File: config.mk
export PLATFORM = sky130hd
export DESIGN_NAME = arkf_div
export DESIGN_NICKNAME = d
export VERILOG_FILES = /design/src/rtl/core/arkf_div.sv
export SDC_FILE = /design/constraint.sdc
export NUM_CORES = 1
export LEC_CHECK = 0
export BUFFER_PORTS_ARGS = -buffer_cell sky130_fd_sc_hd__buf_2
export CAP_MARGIN = 20
export CORE_MARGIN = 8
export CORE_UTILIZATION = 54
export CTS_CLUSTER_SIZE = 16
export DETAILED_ROUTE_END_ITERATION = 10
export PLACE_DENSITY_LB_ADDON = 0.05
export REMOVE_ABC_BUFFERS = 1
export SETUP_SLACK_MARGIN = 0.15
export SYNTH_ARGS = -nofsm -noshare
export SYNTH_HDL_FRONTEND = slang
export SYNTH_SLANG_ARGS = --single-unit
export TNS_END_PERCENT = 50
File: constraint.sdc
create_clock -name clock -period 4.4 [get_ports clock]
set_input_delay 0.66 -clock clock [delete_from_list [all_inputs] [get_ports clock]]
set_output_delay 0.66 -clock clock [all_outputs]
set_load 0.005 [all_outputs]
File: src/rtl/core/arkf_div.sv
// restoring divider: (num << frac) / den, truncated and saturated, one bit a cycle
`timescale 1ns / 1ps
module arkf_div #(
   parameter int WORD_BITS = 32,
   parameter int FRAC_BITS = 16
) (
   input  logic clock,
   input  logic reset,
   input  logic start,
   input  logic signed [WORD_BITS-1:0] num,
   input  logic signed [WORD_BITS+1:0] den,
   output logic done,
   output logic signed [WORD_BITS-1:0] quo
);
   localparam int NB = WORD_BITS + FRAC_BITS;
   localparam int CW = $clog2(NB + 1);
   localparam int RW = WORD_BITS + 3;
   localparam logic signed [WORD_BITS-1:0] WMAX = {1'b0, {(WORD_BITS-1){1'b1}}};
   localparam logic signed [WORD_BITS-1:0] WMIN = {1'b1, {(WORD_BITS-1){1'b0}}};

   logic [NB-1:0] n_ff, n_in, q_ff, q_in;
   logic [RW-1:0] rem_ff, rem_in, d_ff, d_in, trial;
   logic [CW-1:0] cnt_ff, cnt_in;
   logic busy_ff, busy_in, neg_ff, neg_in, done_ff, done_in;
   logic signed [WORD_BITS-1:0] quo_ff, quo_in;

   always_comb begin
      n_in = n_ff; q_in = q_ff; rem_in = rem_ff; d_in = d_ff;
      cnt_in = cnt_ff; busy_in = busy_ff; neg_in = neg_ff;
      done_in = 1'b0; quo_in = quo_ff;
      trial = {rem_ff[RW-2:0], n_ff[NB-1]};
      if (start) begin
         n_in = {(num[WORD_BITS-1] ? WORD_BITS'(~num + 1'b1) : WORD_BITS'(num)),
                 {FRAC_BITS{1'b0}}};
         d_in = RW'(den);
         rem_in = '0;
         q_in = '0;
         neg_in = num[WORD_BITS-1];
         cnt_in = CW'(NB);
         busy_in = 1'b1;
      end else if (busy_ff) begin
         n_in = n_ff << 1;
         if (trial >= d_ff) begin
            rem_in = trial - d_ff;
            q_in = {q_ff[NB-2:0], 1'b1};
         end else begin
            rem_in = trial;
            q_in = {q_ff[NB-2:0], 1'b0};
         end
         cnt_in = cnt_ff - 1'b1;
         if (cnt_ff == CW'(1)) begin
            busy_in = 1'b0;
            done_in = 1'b1;
            if (neg_ff)
               quo_in = (q_in > NB'({1'b1, {(WORD_BITS-1){1'b0}}})) ? WMIN
                        : WORD_BITS'(~q_in + 1'b1);
            else
               quo_in = (q_in > NB'(WMAX)) ? WMAX : WORD_BITS'(q_in);
         end
      end
   end

   always_ff @(posedge clock) begin
      if (reset) begin
         busy_ff <= 1'b0;
         done_ff <= 1'b0;
         cnt_ff <= '0;
      end else begin
         busy_ff <= busy_in;
         done_ff <= done_in;
         cnt_ff <= cnt_in;
      end
      n_ff <= n_in; q_ff <= q_in; rem_ff <= rem_in; d_ff <= d_in;
      neg_ff <= neg_in; quo_ff <= quo_in;
   end

   assign done = done_ff;
   assign quo = quo_ff;
endmodule
---- Word-level counts from Yosys, hierarchy flattened ----
Cells that the tools add are included.
cells by class
  add/sub/neg operators ................... 4
  $lt $le $gt $ge ......................... 3
  equal/unequal tests ..................... 1
  mux-type cells .......................... 16
  bitwise gates (word level) .............. 4
  reductions and logical operators ........ 4
operators with widths
  kind                                                                                number
  48-bit 2-to-1 mux                                                                   4
  32-bit 2-to-1 mux                                                                   4
  32-bit by 1-bit adder with 32-bit output (second input constant)                    2
  32-bit NOT                                                                          2
  48-bit by 31-bit greater-than comparator with 1-bit output (second input constant)  1
  48-bit by 32-bit greater-than comparator with 1-bit output (second input constant)  1
  35-bit greater-or-equal comparator                                                  1
  34-bit 2-to-1 mux                                                                   1
  34-bit subtractor                                                                   1
  6-bit 2-to-1 mux                                                                    2
  6-bit by 1-bit equality test with 1-bit output (second input constant)              1
  6-bit by 1-bit subtractor with 6-bit output (second input constant)                 1
  1-bit 2-to-1 mux                                                                    5
  3-bit AND reduction                                                                 1
  3-bit OR reduction                                                                  1
  1-bit NOT                                                                           2
  2-bit nonzero test                                                                  1
  2-bit OR reduction                                                                  1
word-level totals
  register bits ........................... 188
  bits of input ports ..................... 69
  output and inout port bits .............. 33
  word-level logic and storage cells ...... 42

---- Depth between registers and ports, before layout ----
  depth in word-level cells ............... 8
  mapped depth ............................ 21
  depth with buffers taken out ............ 18

---- Worst setup path before layout ----
No wires, ideal clock.
  path kind ............................... register to register
  start ................................... reg d_ff[9]
  end ..................................... reg quo_ff[7] (netlist: quo[7]) (data pin)
  setup time .............................. 130 ps
  data arrival time ....................... 4403 ps
  data required time ...................... 4270 ps
  setup slack ............................. -133 ps
  stages on the path, launching flop included .. 20
  path buffers ............................ 1
  period minus slack after synthesis ...... 4533 ps
  path through ............................ edfxtp_1 inv_1 ha_1 and3_1 a31oi_1 and3_1 a22o_1 a21o_1 a2111oi_2 nor2_1 clkbuf_1 ha_1 nor3b_1 nand2b_1 or3_1 o31ai_4 nand2b_2 or4_4 o31ai_2 a211o_1
between the ends
  cells in the longest elaborated chain, start to end .. 8
  elaborated cells on any way between the ends .. 11
  those cells by class .................... add/sub (1); order compare (3); mux (6); bitwise (1)
RTL lines
  element                                   line  text
  start: declaration                        22    logic [RW-1:0] rem_ff, rem_in, d_ff, d_in, trial;
  start signal: assignment                  73    n_ff <= n_in; q_ff <= q_in; rem_ff <= rem_in; d_ff <= d_in;
  35-bit greater-or-equal comparator *      43    if (trial >= d_ff) begin
  1-bit 2-to-1 mux *                        43
  48-bit 2-to-1 mux *                       41    end else if (busy_ff) begin
  48-bit 2-to-1 mux *                       32    if (start) begin
  32-bit NOT                                56    : WORD_BITS'(~q_in + 1'b1);
  32-bit by 1-bit adder with 32-bit output  56
  32-bit 2-to-1 mux                         55    quo_in = (q_in > NB'({1'b1, {(WORD_BITS-1){1'b0}}})) ? WMIN
  32-bit 2-to-1 mux *                       54    if (neg_ff)
  end signal: assignment                    74    neg_ff <= neg_in; quo_ff <= quo_in;
  end: declaration                          25    logic signed [WORD_BITS-1:0] quo_ff, quo_in;
Every way passes the cells marked *; elsewhere a longest branch is shown, timed or not. The select of a mux whose other input is x is not followed.
A chain may end at the register's enable or synchronous reset.

---- Worst setup path after layout ----
  start ................................... reg d_ff[10]
  end ..................................... reg quo_ff[7] (netlist: quo[7]) (data pin)
Same word-level chain as after synthesis.

==> results.json <==
{
  "clkSlewWorstSetupHoldPaths_ps": 80,
  "vias_per_cell": 5.79,
  "num-fill-cells": 1609,
  "area_growth_pct": 16.1,
  "drt-pass1-iter-count": 4,
  "avgSynthCellArea_um2": 9.52,
  "ys_types": 72,
  "maxCapViolations": 0,
  "ctsHoldBuffers": 0,
  "drc": 0,
  "place_area_um2": 11200,
  "postLayoutCoreUtil": 0.630,
  "slew_headroom": 0.317,
  "ctsLongestPathBuffers": 2,
  "tightest_slew_ps": 1020,
  "die_w_um": 155,
  "fin_ws_ps": 180,
  "synth_area_leaders": "edfxtp_1 (29%), dfxtp_1 (17%), mux2i_1 (5.0%)",
  "power_density_nw_per_um2": 361,
  "power_switching_uw": 1310,
  "layout-drive-gt1-share": 0.177,
  "rows": 51,
  "crit_fanout": 6,
  "grt_max_degree": 69,
  "p_comb_frac": 0.170,
  "dieArea_um2": 24000,
  "fp.coreArea_um2": 19200,
  "synth-seq-cells": 188,
  "ys.flop_type": "edfxtp_1",
  "finalHoldViolations": 0,
  "synth_cells": 1095,
  "p_sw_frac": 0.300,
  "fin_nets": 1299,
  "synthArstFlopShare": 0,
  "clock_power_share": 0.370,
  "grt_usage": 0.207,
  "synth_edf_count": 99,
  "setup_viol": 0,
  "cp_top_family": "simple AND/OR/NAND/NOR gates",
  "slowest_delay_ps": 570,
  "grt_pass1_wl_um": 41000,
  "status": "complete, no violations",
  "start_util": 0.543,
  "critPathKind": "reg -> reg",
  "ys_seq_area_frac": 0.456,
  "grt-ovfl-total": 0,
  "clkLatencyLatePin_ps": 440,
  "drtIter0Drc": 468,
  "power_uw": 4370,
  "cts_sinks": 188,
  "cp.arrival_ps": 4530,
  "die_h_um": 155,
  "wl_um": 24700,
  "clockRootBuffer": "clkbuf_16",
  "crit_slowest_cell": "or4_4",
  "gp_congestion": 0.817,
  "mappedNetlistArea_um2": 10400,
  "cp_cell_sequence": "inv_1, ha_4, and3_4, a31oi_4, and3_1, a22o_1, a21o_1, a2111oi_4, nor2_2, ha_2, nor3b_4, nand2b_1, or3_4, o31ai_4, nand2b_4, or4_4, o31ai_2, a211o_1",
  "p_leak_uw": 0.00496,
  "grt_pass1_vias": 8209,
  "max-vdd-ir-drop_mv": 0.266,
  "critPathBufInv": 1,
  "min_period_ps": 4220,
  "final_area_um2": 12100,
  "skew_ps": 12.9,
  "yosysTopAreaCell": "edfxtp_1",
  "htree_levels": 4,
  "yosysWarnings": 0,
  "rsz0062_at_grt": "yes",
  "hp-class": "in -> reg",
  "cts_tree": "yes",
  "worst_setup_path_end_kind": "flip-flop",
  "hpwl_um": 16700,
  "antenna_found_initial": 1,
  "finalCritPeriodShare": 0.959,
  "max_freq_mhz": 237,
  "final_max_slew_viol_count": 0,
  "worstPathRequired_ps": 4710,
  "pre_cts_ws_ps": -16.2,
  "io_pins": 102,
  "wl_per_cell_um": 16.8,
  "vias": 8509,
  "start_kind": "flip-flop",
  "io_buffer_count": 101,
  "cts_buffers": 17,
  "synth_top_area_frac": 0.285,
  "seqPwrFrac": 0.460,
  "ant_nets": 0,
  "power.internal_uw": 3060
}
-- final timing paths --
check / slack [ps] / depth (start not counted) / start / to
max: 180 / 18 / d_ff[10] / quo[7]
max reg2reg: 180 / 18 / d_ff[10] / quo[7]
min reg2reg: 490 / 2 / rem_ff[11] / rem_ff[12]
min: 390 / 1 / den[5] / d_ff[5]
-- sequential cells by signal, indices dropped and copies added, names as in the netlist --
register  cells
neg_ff        1
done          1
busy_ff       1
n_ff         32
d_ff         34
quo          32
rem_ff       34
q_ff         47
cnt_ff        6
-- cells by family after synthesis --
kind of cell | share of synthesized area
flops | 0.456
buf+inv | 0.0429
compound gates | 0.188
mux | 0.0521
simple gates | 0.165
fa+ha+maj | 0.0487
xor+xnor | 0.0471
-- cells in the mapped netlist (3+ instances only) --
| cell type | n |
|---|---|
| or4_4 | 5 |
| a311oi_1 | 17 |
| o31ai_1 | 11 |
| o21bai_1 | 4 |
| o211ai_1 | 6 |
| o311ai_1 | 3 |
| nor4_1 | 16 |
| a21oi_1 | 73 |
| ha_1 | 39 |
| a211o_1 | 11 |
| edfxtp_1 | 99 |
| or2_2 | 5 |
| o41ai_1 | 3 |
| o21a_1 | 9 |
| nand3_1 | 13 |
| a31oi_1 | 8 |
| nor2b_1 | 7 |
| nand2_1 | 74 |
| or3_1 | 22 |
| or4_1 | 8 |
| and2_1 | 3 |
| o21ai_0 | 55 |
| nor2_1 | 134 |
| nand2b_1 | 11 |
| o311ai_0 | 13 |
| xnor2_1 | 16 |
| xor2_1 | 40 |
| clkbuf_1 | 43 |
| mux2i_1 | 52 |
| nand4_1 | 14 |
| nor3_1 | 29 |
| a221o_1 | 6 |
| a22o_1 | 4 |
| a211oi_1 | 4 |
| inv_1 | 54 |
| dfxtp_1 | 89 |
| buf_2 | 6 |
| a21o_1 | 28 |
| a32oi_1 | 5 |
| buf_1 | 8 |
| and3_1 | 7 |
| o22ai_1 | 3 |
-- power groups by stage --
stage | Clock (uW) | Sequential (uW) | Combinational [uW]
after floorplan | 0 | 2030 | 485
after global placement | 0 | 2040 | 685
after detailed placement | 0 | 2040 | 692
after CTS | 1640 | 2010 | 698
after global routing | 1710 | 2020 | 828
final | 1620 | 2010 | 742
-- stage by stage --
step,hold slack [ps],instances,setup TNS (ps)
final,392,1469,0
after global routing,372,1468,-34.9
after CTS,381,1456,0
after detailed placement,482,1423,-16.2
after global placement,468,1423,0
after floorplan,453,1036,-32570
-- metal layers --
metal | wire [um] | global-route usage | up-vias
met5 | 8 | 0 | -
met4 | 340 | 0.0565 | 2
met3 | 1220 | 0.0424 | 25
met2 | 11300 | 0.324 | 198
met1 | 11800 | 0.288 | 4026
li1 | - | - | 4258
-- cells in the final DEF (no fill, tap or decap), types with 6 or more instances in the layout --
cell	count
nand3_1	13
nor3_1	29
or4_1	8
and3_1	6
o21ai_0	51
o31ai_1	11
edfxtp_1	99
nand4_1	14
a211o_1	11
xnor2_1	16
a31oi_1	7
buf_2	101
o211ai_1	6
xor2_1	40
nor2_1	131
mux2i_1	52
inv_1	51
or3_1	21
ha_1	30
a311oi_1	16
nor2b_1	6
ha_4	7
clkbuf_16	17
nand2_1	73
nand2b_1	11
o21a_1	9
a21o_1	28
dfxtp_1	88
a21oi_1	73
buf_4	32
nor4_1	15
a221o_1	6
o311ai_0	7
o311ai_1	9
-- what timing repair did --
item | CTS | global route
setup endpoints to repair | 21 | 27
pin swaps | 1 | 15
gates resized for setup | 3 | 44
setup buffers | 1 | 11
gates cloned | 0 | 1
-- cell type report --
| type | count | area (um^2) | area share |
|---|---|---|---|
| Multi-Input combinational cell | 794 | 5410 | 0.447 |
| Sequential cell | 188 | 4760 | 0.393 |
| Timing Repair Buffer | 135 | 768 | 0.0635 |
| Clock buffer | 17 | 425 | 0.0352 |
| Tap cell | 265 | 332 | 0.0274 |
| Inverter | 54 | 203 | 0.0168 |
| Clock inverter | 15 | 196 | 0.0162 |
| Antenna cell | 1 | 2.50 | 0.000207 |
Power figures use the tool's default switching activity.
